==> config.mk <==
export PLATFORM = sky130hd
export DESIGN_NAME = waypoint_rotate_then_drive_controller_core
export DESIGN_NICKNAME = d
export VERILOG_FILES = /design/src/rtl/core/wrtd_pkg.sv /design/src/rtl/core/wrtd_csr.sv /design/src/rtl/core/wrtd_dp.sv /design/src/rtl/core/wrtd_ctrl.sv /design/src/rtl/core/waypoint_rotate_then_drive_controller_core.sv
export VERILOG_INCLUDE_DIRS = /design/src /design/src/rtl/core
export SDC_FILE = /design/constraint.sdc
export NUM_CORES = 2
export LEC_CHECK = 0
export BUFFER_PORTS_ARGS = -buffer_cell sky130_fd_sc_hd__buf_2
export CORE_ASPECT_RATIO = 0.8
export CORE_MARGIN = 2
export CORE_UTILIZATION = 60
export CTS_BUF_LIST = sky130_fd_sc_hd__clkbuf_8
export DETAILED_ROUTE_END_ITERATION = 8
export PLACE_DENSITY = 0.77
export SLEW_MARGIN = 0
export SYNTH_ARGS = -nofsm -noshare
export SYNTH_HDL_FRONTEND = slang
export SYNTH_SLANG_ARGS = --single-unit
export TNS_END_PERCENT = 5
==> constraint.sdc <==
create_clock -name clock -period 11.2 [get_ports clock]
set_clock_uncertainty 0.15 [all_clocks]
set_input_delay 1.68 -clock clock [delete_from_list [all_inputs] [get_ports clock]]
set_output_delay 1.68 -clock clock [all_outputs]
set_load 0.02 [all_outputs]
==> src/rtl/core/waypoint_rotate_then_drive_controller_core_assert.svh <==
// Assertion macros shared by the controller core.
`ifndef WAYPOINT_ROTATE_THEN_DRIVE_CONTROLLER_CORE_ASSERT_SVH
`define WAYPOINT_ROTATE_THEN_DRIVE_CONTROLLER_CORE_ASSERT_SVH

// Same-cycle implication.
`define WRTD_ASSERT_SAME(name, ante, cons) \
   name: assert property (@(posedge clock) disable iff (reset) (ante) |-> (cons)) \
      else $error("wrtd assertion failed");

// Next-cycle implication.
`define WRTD_ASSERT_NEXT(name, ante, cons) \
   name: assert property (@(posedge clock) disable iff (reset) (ante) |=> (cons)) \
      else $error("wrtd assertion failed");

`endif

==> src/rtl/core/wrtd_pkg.sv <==
// Shared types, constants and tables of the rotate-then-drive controller.
package wrtd_pkg;

   localparam int COORD_BITS   = 16;
   localparam int DIFF_W       = COORD_BITS + 1;
   localparam int CORDIC_W     = DIFF_W + 3;
   localparam int ZACC_W       = 24;
   localparam int ANGLE_W      = 16;
   localparam int CORDIC_STEPS = 14;
   localparam int SUM_W        = 2 * DIFF_W;
   localparam int SQRT_STEPS   = DIFF_W;
   localparam int DIST_W       = DIFF_W;
   localparam int PROD_W       = DIST_W + 8;
   localparam int CNT_W        = 5;
   localparam int ANG_PI       = 12868;
   localparam int ANG_TWO_PI   = 25736;
   localparam int ATAN0_X2     = 1647100;

   localparam logic [1:0] PHASE_IDLE  = 2'd0;
   localparam logic [1:0] PHASE_TURN  = 2'd1;
   localparam logic [1:0] PHASE_DRIVE = 2'd2;

   localparam logic [2:0] REG_SPEED_GAIN      = 3'd0;
   localparam logic [2:0] REG_SPEED_LIMIT     = 3'd1;
   localparam logic [2:0] REG_ARRIVE_DISTANCE = 3'd2;
   localparam logic [2:0] REG_TURN_STEP       = 3'd3;
   localparam logic [2:0] REG_TURN_SPEED      = 3'd4;

   typedef enum logic [3:0] {
      CMD_NONE,
      CMD_LOAD,
      CMD_CORDIC_INIT,
      CMD_CORDIC_STEP,
      CMD_HEADING,
      CMD_TICK,
      CMD_SQ_X,
      CMD_SQ_Y,
      CMD_SQRT_STEP,
      CMD_SPEED,
      CMD_OUT_TURN,
      CMD_OUT_DRIVE,
      CMD_OUT_IDLE
   } cmd_type;

   typedef struct packed {
      logic       is_tick;
      logic [1:0] phase;
      logic       target_zero;
      logic       turn_done;
      logic       cordic_last;
      logic       sqrt_last;
   } status_type;

   typedef struct packed {
      logic [7:0]  speed_gain;
      logic [9:0]  speed_limit;
      logic [9:0]  arrive_distance;
      logic [11:0] turn_step;
      logic [9:0]  turn_speed;
   } cfg_type;

   function automatic logic signed [ZACC_W-1:0] atan_q20(input logic [CNT_W-1:0] idx);
      logic signed [ZACC_W-1:0] v;
      case (idx)
         5'd0:    v = 24'sd823550;
         5'd1:    v = 24'sd486170;
         5'd2:    v = 24'sd256879;
         5'd3:    v = 24'sd130396;
         5'd4:    v = 24'sd65451;
         5'd5:    v = 24'sd32757;
         5'd6:    v = 24'sd16383;
         5'd7:    v = 24'sd8192;
         5'd8:    v = 24'sd4096;
         5'd9:    v = 24'sd2048;
         5'd10:   v = 24'sd1024;
         5'd11:   v = 24'sd512;
         5'd12:   v = 24'sd256;
         5'd13:   v = 24'sd128;
         5'd14:   v = 24'sd64;
         5'd15:   v = 24'sd32;
         5'd16:   v = 24'sd16;
         5'd17:   v = 24'sd8;
         5'd18:   v = 24'sd4;
         5'd19:   v = 24'sd2;
         5'd20:   v = 24'sd1;
         default: v = 24'sd0;
      endcase
      return v;
   endfunction

endpackage

==> src/rtl/core/wrtd_csr.sv <==
// Configuration register file with an APB-style access port.
module wrtd_csr (
   input  logic                clock,
   input  logic                reset,
   input  logic                csr_psel,
   input  logic                csr_penable,
   input  logic                csr_pwrite,
   input  logic [4:0]          csr_paddr,
   input  logic [31:0]         csr_pwdata,
   output logic [31:0]         csr_prdata,
   output logic                csr_pready,
   output wrtd_pkg::cfg_type   cfg
);
   import wrtd_pkg::*;

   cfg_type    cfg_ff;
   cfg_type    cfg_in;
   logic       wr_en;
   logic [2:0] idx;

   assign idx        = csr_paddr[4:2];
   assign wr_en      = csr_psel & csr_penable & csr_pwrite;
   assign csr_pready = 1'b1;
   assign cfg        = cfg_ff;

   always_comb begin
      cfg_in = cfg_ff;
      if (wr_en) begin
         case (idx)
            REG_SPEED_GAIN:      cfg_in.speed_gain      = csr_pwdata[7:0];
            REG_SPEED_LIMIT:     cfg_in.speed_limit     = csr_pwdata[9:0];
            REG_ARRIVE_DISTANCE: cfg_in.arrive_distance = csr_pwdata[9:0];
            REG_TURN_STEP:       cfg_in.turn_step       = csr_pwdata[11:0];
            REG_TURN_SPEED:      cfg_in.turn_speed      = csr_pwdata[9:0];
            default:             cfg_in = cfg_ff;
         endcase
      end
   end

   always_comb begin
      case (idx)
         REG_SPEED_GAIN:      csr_prdata = {24'd0, cfg_ff.speed_gain};
         REG_SPEED_LIMIT:     csr_prdata = {22'd0, cfg_ff.speed_limit};
         REG_ARRIVE_DISTANCE: csr_prdata = {22'd0, cfg_ff.arrive_distance};
         REG_TURN_STEP:       csr_prdata = {20'd0, cfg_ff.turn_step};
         REG_TURN_SPEED:      csr_prdata = {22'd0, cfg_ff.turn_speed};
         default:             csr_prdata = 32'd0;
      endcase
   end

   always_ff @(posedge clock) begin
      if (reset) begin
         cfg_ff.speed_gain      <= 8'd128;
         cfg_ff.speed_limit     <= 10'd307;
         cfg_ff.arrive_distance <= 10'd26;
         cfg_ff.turn_step       <= 12'd410;
         cfg_ff.turn_speed      <= 10'd256;
      end else begin
         cfg_ff <= cfg_in;
      end
   end

endmodule

==> src/rtl/core/wrtd_dp.sv <==
// Datapath: held goal and turn state, CORDIC atan2, distance and speed arithmetic.
module wrtd_dp (
   input  logic                       clock,
   input  logic                       reset,
   input  wrtd_pkg::cmd_type          cmd,
   output wrtd_pkg::status_type       status,
   input  wrtd_pkg::cfg_type          cfg,
   input  logic                       req_type,
   input  logic signed [15:0]         req_goal_x,
   input  logic signed [15:0]         req_goal_y,
   input  logic signed [15:0]         req_pos_x,
   input  logic signed [15:0]         req_pos_y,
   output logic [9:0]                 rsp_linear_speed,
   output logic signed [10:0]         rsp_angular_speed,
   output logic [1:0]                 rsp_phase,
   output logic                       rsp_arrived
);
   import wrtd_pkg::*;

   logic signed [COORD_BITS-1:0] goal_x_ff, goal_x_in, goal_y_ff, goal_y_in;
   logic signed [DIFF_W-1:0]     dx_ff, dx_in, dy_ff, dy_in;
   logic                         is_tick_ff, is_tick_in;
   logic signed [CORDIC_W-1:0]   cx_ff, cx_in, cy_ff, cy_in;
   logic signed [ZACC_W-1:0]     cz_ff, cz_in;
   logic [CNT_W-1:0]             count_ff, count_in;
   logic signed [ANGLE_W-1:0]    last_heading_ff, last_heading_in;
   logic [ANGLE_W-1:0]           target_ff, target_in, elapsed_ff, elapsed_in;
   logic                         left_ff, left_in;
   logic [1:0]                   phase_ff, phase_in;
   logic [SUM_W-1:0]             sum_ff, sum_in, rem_ff, rem_in, res_ff, res_in;
   logic [PROD_W-1:0]            prod_ff, prod_in;
   logic                         near_ff, near_in;
   logic [9:0]                   lin_ff, lin_in;
   logic signed [10:0]           ang_ff, ang_in;
   logic [1:0]                   ophase_ff, ophase_in;
   logic                         arrived_ff, arrived_in;

   logic signed [COORD_BITS-1:0] goal_x_sel, goal_y_sel;
   logic signed [CORDIC_W-1:0]   dx_ext, dy_ext, xs, ys;
   logic signed [ZACC_W-1:0]     z_round;
   logic signed [ANGLE_W-1:0]    heading;
   logic signed [ANGLE_W:0]      turn_raw, turn_wrap;
   logic [DIFF_W-1:0]            ax, ay;
   logic [ANGLE_W:0]             elapsed_sum;
   logic [ANGLE_W-1:0]           elapsed_sat;
   logic [5:0]                   bit_shift;
   logic [SUM_W-1:0]             sq_bit, trial;
   logic [DIST_W-1:0]            distance;
   logic [DIST_W-1:0]            speed_raw;
   logic signed [10:0]           turn_cmd;

   assign goal_x_sel = req_type ? goal_x_ff : req_goal_x;
   assign goal_y_sel = req_type ? goal_y_ff : req_goal_y;
   assign dx_ext     = CORDIC_W'(dx_ff);
   assign dy_ext     = CORDIC_W'(dy_ff);
   assign xs         = cx_ff >>> count_ff;
   assign ys         = cy_ff >>> count_ff;
   assign z_round    = (cz_ff + ZACC_W'(128)) >>> 8;

   always_comb begin
      if (dx_ff == '0 && dy_ff == '0) begin
         heading = '0;
      end else if (z_round > ZACC_W'(ANG_PI)) begin
         heading = ANGLE_W'(ANG_PI);
      end else if (z_round < -ZACC_W'(ANG_PI)) begin
         heading = -ANGLE_W'(ANG_PI);
      end else begin
         heading = z_round[ANGLE_W-1:0];
      end
      turn_raw = (ANGLE_W+1)'(heading) - (ANGLE_W+1)'(last_heading_ff);
      if (turn_raw > (ANGLE_W+1)'(ANG_PI)) begin
         turn_wrap = turn_raw - (ANGLE_W+1)'(ANG_TWO_PI);
      end else if (turn_raw <= -(ANGLE_W+1)'(ANG_PI)) begin
         turn_wrap = turn_raw + (ANGLE_W+1)'(ANG_TWO_PI);
      end else begin
         turn_wrap = turn_raw;
      end
   end

   assign ax          = dx_ff[DIFF_W-1] ? DIFF_W'(-dx_ff) : DIFF_W'(dx_ff);
   assign ay          = dy_ff[DIFF_W-1] ? DIFF_W'(-dy_ff) : DIFF_W'(dy_ff);
   assign elapsed_sum = (ANGLE_W+1)'(elapsed_ff) + (ANGLE_W+1)'(cfg.turn_step);
   assign elapsed_sat = elapsed_sum[ANGLE_W] ? '1 : elapsed_sum[ANGLE_W-1:0];
   assign bit_shift   = {CNT_W'(SQRT_STEPS - 1) - count_ff, 1'b0};
   assign sq_bit      = SUM_W'(1) << bit_shift;
   assign trial       = res_ff + sq_bit;
   assign distance    = res_ff[DIST_W-1:0];
   assign speed_raw   = prod_ff[PROD_W-1:8];
   assign turn_cmd    = left_ff ? 11'(cfg.turn_speed) : -11'(cfg.turn_speed);

   assign status.is_tick     = is_tick_ff;
   assign status.phase       = phase_ff;
   assign status.target_zero = (turn_wrap == '0);
   assign status.turn_done   = (elapsed_sat >= target_ff);
   assign status.cordic_last = (count_ff == CNT_W'(CORDIC_STEPS - 1));
   assign status.sqrt_last   = (count_ff == CNT_W'(SQRT_STEPS - 1));

   assign rsp_linear_speed  = lin_ff;
   assign rsp_angular_speed = ang_ff;
   assign rsp_phase         = ophase_ff;
   assign rsp_arrived       = arrived_ff;

   always_comb begin
      goal_x_in       = goal_x_ff;
      goal_y_in       = goal_y_ff;
      dx_in           = dx_ff;
      dy_in           = dy_ff;
      is_tick_in      = is_tick_ff;
      cx_in           = cx_ff;
      cy_in           = cy_ff;
      cz_in           = cz_ff;
      count_in        = count_ff;
      last_heading_in = last_heading_ff;
      target_in       = target_ff;
      elapsed_in      = elapsed_ff;
      left_in         = left_ff;
      phase_in        = phase_ff;
      sum_in          = sum_ff;
      rem_in          = rem_ff;
      res_in          = res_ff;
      prod_in         = prod_ff;
      near_in         = near_ff;
      lin_in          = lin_ff;
      ang_in          = ang_ff;
      ophase_in       = ophase_ff;
      arrived_in      = arrived_ff;
      case (cmd)
         CMD_LOAD: begin
            is_tick_in = req_type;
            goal_x_in  = goal_x_sel;
            goal_y_in  = goal_y_sel;
            dx_in      = DIFF_W'(goal_x_sel) - DIFF_W'(req_pos_x);
            dy_in      = DIFF_W'(goal_y_sel) - DIFF_W'(req_pos_y);
         end
         CMD_CORDIC_INIT: begin
            count_in = '0;
            if (!dx_ff[DIFF_W-1]) begin
               cx_in = dx_ext;
               cy_in = dy_ext;
               cz_in = '0;
            end else if (!dy_ff[DIFF_W-1]) begin
               cx_in = dy_ext;
               cy_in = -dx_ext;
               cz_in = ZACC_W'(ATAN0_X2);
            end else begin
               cx_in = -dy_ext;
               cy_in = dx_ext;
               cz_in = -ZACC_W'(ATAN0_X2);
            end
         end
         CMD_CORDIC_STEP: begin
            count_in = count_ff + CNT_W'(1);
            if (cy_ff > 0) begin
               cx_in = cx_ff + ys;
               cy_in = cy_ff - xs;
               cz_in = cz_ff + atan_q20(count_ff);
            end else begin
               cx_in = cx_ff - ys;
               cy_in = cy_ff + xs;
               cz_in = cz_ff - atan_q20(count_ff);
            end
         end
         CMD_HEADING: begin
            last_heading_in = heading;
            left_in         = (turn_wrap > 0);
            target_in       = turn_wrap[ANGLE_W] ? ANGLE_W'(-turn_wrap)
                                                 : turn_wrap[ANGLE_W-1:0];
            elapsed_in      = '0;
         end
         CMD_TICK: begin
            elapsed_in = elapsed_sat;
         end
         CMD_SQ_X: begin
            sum_in = ax * ax;
         end
         CMD_SQ_Y: begin
            rem_in   = sum_ff + ay * ay;
            res_in   = '0;
            count_in = '0;
         end
         CMD_SQRT_STEP: begin
            count_in = count_ff + CNT_W'(1);
            if (rem_ff >= trial) begin
               rem_in = rem_ff - trial;
               res_in = (res_ff >> 1) + sq_bit;
            end else begin
               res_in = res_ff >> 1;
            end
         end
         CMD_SPEED: begin
            prod_in = PROD_W'(cfg.speed_gain) * PROD_W'(distance);
            near_in = (distance <= DIST_W'(cfg.arrive_distance));
         end
         CMD_OUT_TURN: begin
            phase_in   = PHASE_TURN;
            lin_in     = '0;
            ang_in     = turn_cmd;
            ophase_in  = PHASE_TURN;
            arrived_in = 1'b0;
         end
         CMD_OUT_DRIVE: begin
            ang_in = '0;
            if (near_ff) begin
               phase_in   = PHASE_IDLE;
               lin_in     = '0;
               ophase_in  = PHASE_IDLE;
               arrived_in = 1'b1;
            end else begin
               phase_in   = PHASE_DRIVE;
               lin_in     = (speed_raw > DIST_W'(cfg.speed_limit)) ? cfg.speed_limit
                                                                   : speed_raw[9:0];
               ophase_in  = PHASE_DRIVE;
               arrived_in = 1'b0;
            end
         end
         CMD_OUT_IDLE: begin
            lin_in     = '0;
            ang_in     = '0;
            ophase_in  = PHASE_IDLE;
            arrived_in = 1'b0;
         end
         default: begin
            count_in = count_ff;
         end
      endcase
   end

   always_ff @(posedge clock) begin
      if (reset) begin
         goal_x_ff       <= '0;
         goal_y_ff       <= '0;
         last_heading_ff <= '0;
         target_ff       <= '0;
         elapsed_ff      <= '0;
         left_ff         <= 1'b0;
         phase_ff        <= PHASE_IDLE;
      end else begin
         goal_x_ff       <= goal_x_in;
         goal_y_ff       <= goal_y_in;
         last_heading_ff <= last_heading_in;
         target_ff       <= target_in;
         elapsed_ff      <= elapsed_in;
         left_ff         <= left_in;
         phase_ff        <= phase_in;
      end
   end

   always_ff @(posedge clock) begin
      dx_ff      <= dx_in;
      dy_ff      <= dy_in;
      is_tick_ff <= is_tick_in;
      cx_ff      <= cx_in;
      cy_ff      <= cy_in;
      cz_ff      <= cz_in;
      count_ff   <= count_in;
      sum_ff     <= sum_in;
      rem_ff     <= rem_in;
      res_ff     <= res_in;
      prod_ff    <= prod_in;
      near_ff    <= near_in;
      lin_ff     <= lin_in;
      ang_ff     <= ang_in;
      ophase_ff  <= ophase_in;
      arrived_ff <= arrived_in;
   end

endmodule

==> src/rtl/core/wrtd_ctrl.sv <==
// Controller state machine that sequences the datapath and runs both handshakes.
module wrtd_ctrl (
   input  logic                   clock,
   input  logic                   reset,
   input  logic                   req_valid,
   output logic                   req_ready,
   output logic                   rsp_valid,
   input  logic                   rsp_ready,
   output wrtd_pkg::cmd_type      cmd,
   input  wrtd_pkg::status_type   status
);
   import wrtd_pkg::*;

   `include "waypoint_rotate_then_drive_controller_core_assert.svh"

   typedef enum logic [10:0] {
      ST_IDLE     = 11'b000_0000_0001,
      ST_DISPATCH = 11'b000_0000_0010,
      ST_C_STEP   = 11'b000_0000_0100,
      ST_HEADING  = 11'b000_0000_1000,
      ST_TICK     = 11'b000_0001_0000,
      ST_SQ_X     = 11'b000_0010_0000,
      ST_SQ_Y     = 11'b000_0100_0000,
      ST_SQRT     = 11'b000_1000_0000,
      ST_SPEED    = 11'b001_0000_0000,
      ST_RESULT   = 11'b010_0000_0000,
      ST_SPARE    = 11'b100_0000_0000
   } state_type;

   state_type state_ff, state_in;
   cmd_type   kind_ff, kind_in;
   logic      rsp_valid_ff, rsp_valid_in;

   assign rsp_valid = rsp_valid_ff;
   assign req_ready = (state_ff == ST_IDLE);

   always_comb begin
      state_in     = state_ff;
      kind_in      = kind_ff;
      cmd          = CMD_NONE;
      rsp_valid_in = rsp_valid_ff & ~rsp_ready;
      case (state_ff)
         ST_IDLE: begin
            if (req_valid) begin
               cmd      = CMD_LOAD;
               state_in = ST_DISPATCH;
            end
         end
         ST_DISPATCH: begin
            if (!status.is_tick) begin
               cmd      = CMD_CORDIC_INIT;
               state_in = ST_C_STEP;
            end else if (status.phase == PHASE_TURN) begin
               state_in = ST_TICK;
            end else if (status.phase == PHASE_DRIVE) begin
               state_in = ST_SQ_X;
            end else begin
               kind_in  = CMD_OUT_IDLE;
               state_in = ST_RESULT;
            end
         end
         ST_C_STEP: begin
            cmd = CMD_CORDIC_STEP;
            if (status.cordic_last) begin
               state_in = ST_HEADING;
            end
         end
         ST_HEADING: begin
            cmd = CMD_HEADING;
            if (status.target_zero) begin
               state_in = ST_SQ_X;
            end else begin
               kind_in  = CMD_OUT_TURN;
               state_in = ST_RESULT;
            end
         end
         ST_TICK: begin
            cmd = CMD_TICK;
            if (status.turn_done) begin
               state_in = ST_SQ_X;
            end else begin
               kind_in  = CMD_OUT_TURN;
               state_in = ST_RESULT;
            end
         end
         ST_SQ_X: begin
            cmd      = CMD_SQ_X;
            state_in = ST_SQ_Y;
         end
         ST_SQ_Y: begin
            cmd      = CMD_SQ_Y;
            state_in = ST_SQRT;
         end
         ST_SQRT: begin
            cmd = CMD_SQRT_STEP;
            if (status.sqrt_last) begin
               state_in = ST_SPEED;
            end
         end
         ST_SPEED: begin
            cmd      = CMD_SPEED;
            kind_in  = CMD_OUT_DRIVE;
            state_in = ST_RESULT;
         end
         ST_RESULT: begin
            if (!rsp_valid_ff || rsp_ready) begin
               cmd          = kind_ff;
               rsp_valid_in = 1'b1;
               state_in     = ST_IDLE;
            end
         end
         default: begin
            state_in = ST_IDLE;
         end
      endcase
   end

   always_ff @(posedge clock) begin
      if (reset) begin
         state_ff     <= ST_IDLE;
         rsp_valid_ff <= 1'b0;
      end else begin
         state_ff     <= state_in;
         rsp_valid_ff <= rsp_valid_in;
      end
   end

   always_ff @(posedge clock) begin
      kind_ff <= kind_in;
   end

   `WRTD_ASSERT_NEXT(a_pending_result_holds, state_ff == ST_RESULT && rsp_valid_ff && !rsp_ready, state_ff == ST_RESULT)
   `WRTD_ASSERT_NEXT(a_accept_dispatches, req_valid && req_ready, state_ff == ST_DISPATCH)
   `WRTD_ASSERT_NEXT(a_cordic_ends, state_ff == ST_C_STEP && status.cordic_last, state_ff == ST_HEADING)
   `WRTD_ASSERT_SAME(a_result_only_on_free, cmd == CMD_OUT_DRIVE || cmd == CMD_OUT_TURN || cmd == CMD_OUT_IDLE, !rsp_valid_ff || rsp_ready)

endmodule

==> src/rtl/core/waypoint_rotate_then_drive_controller_core.sv <==
// Top level of the rotate-then-drive go-to-goal controller.
// Takes one item at a time. A start item runs a 14-iteration CORDIC atan2 and returns its
// turning result; a start with no turn, a tick that finishes a turn and a drive tick also
// run the 17-iteration square root. The next item is taken once the result is registered;
// a result not yet taken only delays the next one.
module waypoint_rotate_then_drive_controller_core (
   input  logic                clock,
   input  logic                reset,
   input  logic                req_valid,
   output logic                req_ready,
   input  logic                req_type,
   input  logic signed [15:0]  req_goal_x,
   input  logic signed [15:0]  req_goal_y,
   input  logic signed [15:0]  req_pos_x,
   input  logic signed [15:0]  req_pos_y,
   output logic                rsp_valid,
   input  logic                rsp_ready,
   output logic [9:0]          rsp_linear_speed,
   output logic signed [10:0]  rsp_angular_speed,
   output logic [1:0]          rsp_phase,
   output logic                rsp_arrived,
   input  logic                csr_psel,
   input  logic                csr_penable,
   input  logic                csr_pwrite,
   input  logic [4:0]          csr_paddr,
   input  logic [31:0]         csr_pwdata,
   output logic [31:0]         csr_prdata,
   output logic                csr_pready
);
   import wrtd_pkg::*;

   cfg_type    cfg;
   cmd_type    cmd;
   status_type status;

   wrtd_csr u_csr (
      .clock       (clock),
      .reset       (reset),
      .csr_psel    (csr_psel),
      .csr_penable (csr_penable),
      .csr_pwrite  (csr_pwrite),
      .csr_paddr   (csr_paddr),
      .csr_pwdata  (csr_pwdata),
      .csr_prdata  (csr_prdata),
      .csr_pready  (csr_pready),
      .cfg         (cfg)
   );

   wrtd_ctrl u_ctrl (
      .clock     (clock),
      .reset     (reset),
      .req_valid (req_valid),
      .req_ready (req_ready),
      .rsp_valid (rsp_valid),
      .rsp_ready (rsp_ready),
      .cmd       (cmd),
      .status    (status)
   );

   wrtd_dp u_dp (
      .clock             (clock),
      .reset             (reset),
      .cmd               (cmd),
      .status            (status),
      .cfg               (cfg),
      .req_type          (req_type),
      .req_goal_x        (req_goal_x),
      .req_goal_y        (req_goal_y),
      .req_pos_x         (req_pos_x),
      .req_pos_y         (req_pos_y),
      .rsp_linear_speed  (rsp_linear_speed),
      .rsp_angular_speed (rsp_angular_speed),
      .rsp_phase         (rsp_phase),
      .rsp_arrived       (rsp_arrived)
   );

endmodule

---- Word-level counts from Yosys, hierarchy flattened ----
Memories as Yosys holds them, arrays and structs flattened. A register that Yosys moved wholly into a read port is not among the register bits.
Cells that the tools add are included.
W data, S select, Z words.
storage, ports and cells
  flip-flop bits (word level) ............. 405
  bits in read-only memories .............. 1280
  input bits .............................. 109
  output and inout bits ................... 59
  word-level logic and storage cells ...... 214
  memories kept ........................... 2
memory list
  memory            words  width  rd ports  clocked after memory_dff  wr ports  line            source
  (name not given)  32     20     1         1                         0         wrtd_pkg.sv:64  case (idx)
  (name not given)  32     20     1         1                         0         wrtd_pkg.sv:64
cells by class
  $add $sub $neg .......................... 25
  multipliers ............................. 3
  magnitude comparators ................... 10
  eq/ne operators ......................... 40
  shift-type cells ........................ 3
  muxes and demuxes ....................... 68
  bitwise logic cells ..................... 4
  reductions and logical operators ........ 28
operator list
  operator           number
  $mux W24           7
  $pmux W34 S2       2
  $mux W20           6
  $mux W16           7
  $pmux W11 S10      1
  $pmux W20 S2       2
  $mux W11           7
  $add A34 B34 Y34   2
  $mul A17 B17 Y34   2
  $mux W17           4
  $mux W34           2
  $pmux W12 S5       1
  $logic_not A17 Y1  3
  $sub A16 B16 Y17   3
  $mux W10           5
  $pmux W24 S2       1
  $add A20 B20 Y20   2
  $neg A17 Y20       2
  $pmux W4 S10       1
  $sshr A20 B5 Y20   2
  $sub A20 B20 Y20   2
  $add A33 B34 Y34   1
  $ge A34 B34 Y1     1
  $neg A17 Y17       2
  other kinds (70)   113

---- Longest topological paths before layout ----
  word-level depth ........................ 12
  gate-level depth with buffers ........... 39
  mapped depth without buffers ............ 37

---- Hierarchy ----
From an unflattened synthesis, not the netlist that was laid out.
unflattened totals
  cells, all modules ...................... 6094
  area, all modules ....................... 53820.4 µm²
modules (own cells, without submodules)
  module     instances  cells an instance  area each (µm²)  sequential area each (µm²)
  wrtd_dp    1          5695               50091.8          9479.1
  wrtd_csr   1          276                2692.6           1001.0
  wrtd_ctrl  1          123                1036.0           310.3

---- Worst setup path before layout ----
Ideal clock, no wire load.
  kind .................................... register -> register
  from .................................... register u_ctrl.state_ff[4]
  to ...................................... register with a tool-made name
  setup time .............................. 70 ps
  data arrival time ....................... 8986 ps
  required time ........................... 10980 ps
  slack ................................... 1994 ps
  cell stages (with the launch flop) ...... 13
  path buffers ............................ 1
  period minus slack after synthesis ...... 9206 ps
  cell sequence ........................... dfxtp_1 clkbuf_1 or4_1 nor4_1 and3_1 a2111oi_1 nor3_1 nor3b_2 a22oi_1 inv_1 ha_1 or3_1 a21oi_1
RTL lines
  item                    line              source
  from (decl)             wrtd_ctrl.sv:30   state_type state_ff, state_in;
  from (signal assigned)  wrtd_ctrl.sv:123  state_ff <= state_in;

---- Worst setup path after layout ----
  from .................................... register u_dp.dx_ff[0]
  to ...................................... register u_dp.sum_ff[31], data pin
on the way
  cells in the longest elaborated chain, start to end .. 3
RTL lines
  item                    line            source
  from (decl)             wrtd_dp.sv:21   logic signed [DIFF_W-1:0] dx_ff, dx_in, dy_ff, dy_in;
  from (signal assigned)  wrtd_dp.sv:249  dx_ff <= dx_in;
  $neg A17 Y17            wrtd_dp.sv:80   assign ax = dx_ff[DIFF_W-1] ? DIFF_W'(-dx_ff) : DIFF_W'(dx_ff);
  $mux W17 *              wrtd_dp.sv:80
  $mul A17 B17 Y34 *      wrtd_dp.sv:174  sum_in = ax * ax;
  to (signal assigned)    wrtd_dp.sv:256  sum_ff <= sum_in;
  to (decl)               wrtd_dp.sv:30   logic [SUM_W-1:0] sum_ff, sum_in, rem_ff, rem_in, res_ff, res_in;
Mark *: on every way between the ends. The rest lies on a longest branch, timed or not.
A chain may end at the register's enable or synchronous reset.

==> impl_metrics.toml <==
[synth]
synthTopCellsByCount = "inv_1, nand2_1, nor2_1, fa_1, ha_1"
synth.cell_area_um2 = 53000
synth_top_cell_area_share_pct = 19.4
async_flop_share_pct = 0
synth_edf_count = 250
synth.ff_latch_count = 414
ys_types = 107
synth_most_common_cell = "inv_1"
syn_area_per_cell_um2 = 8.71
synth_area_leaders = "fa_1, edfxtp_1, ha_1, dfxtp_1, inv_1"
synth_ff_type = "edfxtp_1"
yosysSeqAreaShare_pct = 20.3
syn_inst = 6087
yosysWarnings = 0
yosys.area.top_type = "fa_1"

[global_route]
grt_pass1_wl_mm = 219
grt_pass1_vias = 42500
grt.total_usage_pct = 29.5
antenna_found_initial = 1
grt_max_degree = 80
grt-ovfl-total = 0

[timing]
tightest_slew_ns = 1.25
rsz0062_at_grt = "no"
setup_ws_ns = 0.904
slew_headroom_pct = 16.2
hold_slack_ns = 0.301
max_freq_ghz = 0.0971
fin_tns_setup_ns = 0
setup_violations = 0
period_share_pct = 91.9
hold_viol_final = 0
fin_crit_ns = 10.30
drv_slew = 0

[drt]
antenna_left = 0
firstDrtPassIters = 6
vias = 43000
drc = 0
drt-total-wl_mm = 133
wl_per_cell_um = 18.0
drt_iter0_drc = 3722
vias_per_cell = 5.82

[cells_and_area]
fin_cells = 7384
area_delta_synth_final_pct = 6.10
antennaDiodeCount = 0
nets = 7265
nFillCells = 7245
drive_gt1_share_pct = 7.47

[critical_path]
required_ns = 11.48
cp_slowest_cell = "fa_1"
cp_max_fo = 13
r2r_slack_ns = 0.90
start_kind = "flip-flop"
critical_path_class = "reg2reg"
path_buf_inv = 7
cpPeakStageDelay_ns = 0.60
path_delay_family = "adder cells"
arrival_ns = 10.57
end_kind = "flip-flop"

[job]
cap_violations = 0

[place]
port_buffers = 124
gp_congestion = 0.953
dp_slack_ns = 1.08
place_inst = 7252
hpwl_mm = 103

[floorplan]
ios = 168
die_w_um = 336
dieArea_um2 = 90800
initial_core_util_pct = 60.6
die_height_um = 270
fp.coreArea_um2 = 87500
row_count = 97

[clocking]
numCtsBuffers = 72
hold_buffers = 0
ctsHtreeMaxLevel = 3
clock_path_buffers = 3
cts_resized = 0
clk_pin_slew_ns = 0.06
clk_latency_ns = 0.72
post_cts_buffers = 0
tritoncts = "done"
clockRootBuffer = "clkbuf_8"
cts.sinks = 414

[hold_path]
hold_path_class = "reg2reg"

[run_status]
status = "completed"
[registers in the layout, indices dropped and copies added (netlist names), 20 cells and up, named ones only]
name	cells
u_csr.cfg	50
u_dp.rem_ff	34
u_dp.res_ff	34
u_dp.sum_ff	33
u_dp.cz_ff	24
u_dp.cx_ff	20
u_dp.cy_ff	20
[per-layer routing]
metal,track usage [%],routed length [um]
met5,0,0
met4,7.05,2960
met3,4.70,11600
met2,45.0,57900
met1,43.8,60100
[cell type report]
class / count / area [um^2] / share of cell area [%]
Timing Repair Buffer: 200 / 1190 / 2.12
Clock buffer: 79 / 1090 / 1.93
Inverter: 861 / 3230 / 5.74
Clock inverter: 53 / 402 / 0.714
Sequential cell: 414 / 10800 / 19.2
Tap cell: 1188 / 1490 / 2.64
Multi-Input combinational cell: 4589 / 38100 / 67.7
[worst register-to-register path, delay by kind of cell, from the launching register on]
family,cells,cell delay (ns)
buffers and inverters,7,1.10
and+or+nand+nor,11,2.68
xor gates and xnor gates,2,0.14
AOI/OAI and AO/OA,7,1.97
adders and majority gates,8,3.49
DFF,1,0.52
[final timing paths]
kind,startpoint,end,cells past startpoint
setup reg to reg,u_dp.dx_ff[0],u_dp.sum_ff[31],35
hold / removal,u_dp.goal_x_ff[15],u_dp.goal_x_ff[15],2
hold reg to reg,u_dp.goal_x_ff[15],u_dp.goal_x_ff[15],2
setup / recovery,u_dp.dx_ff[0],u_dp.sum_ff[31],35
[cell families (layout without fill, tap and decap cells)]
logic type	count (synthesis)	after routing	synth area share (%)
fa+ha+maj	1020	1020	31.3
flops	414	414	20.3
compound gates	1157	1157	14.1
other cells	2	33	0.0142
mux	168	168	4.03
simple gates	1832	1832	15.8
xor+xnor	379	379	6.30
buf+inv	1115	1193	8.15
[stage by stage]
| step | utilization [%] | cell area (um^2) |
|---|---|---|
| 3_5_place_dp | 62.6 | 54800 |
| 4_1_cts | 64.3 | 56300 |
| 2_1_floorplan | - | 53200 |
| 6_report | 64.3 | 56300 |
| 3_3_place_gp | 62.6 | 54800 |
| 5_1_grt | 64.3 | 56300 |
[layout by cell type, fill, tap and decap left out, types with 58 or more instances in the layout]
master and n:
inv_1 871, nand2_1 692, nor2_1 519, fa_1 514, ha_1 504, a21oi_1 312, o21ai_0 275, edfxtp_1 250
xnor2_1 204, xor2_1 172, dfxtp_1 164, buf_2 123, and2_1 98, mux2i_1 92, nor3_1 88, a21o_1 88
nand3_1 85, clkbuf_8 79, buf_4 77, nor2b_1 62, a31oi_1 61, or3_1 58
Power is left out: the tool's default activity adds up to more than one toggle a clock period on the data nets, which glitch-free logic cannot reach.
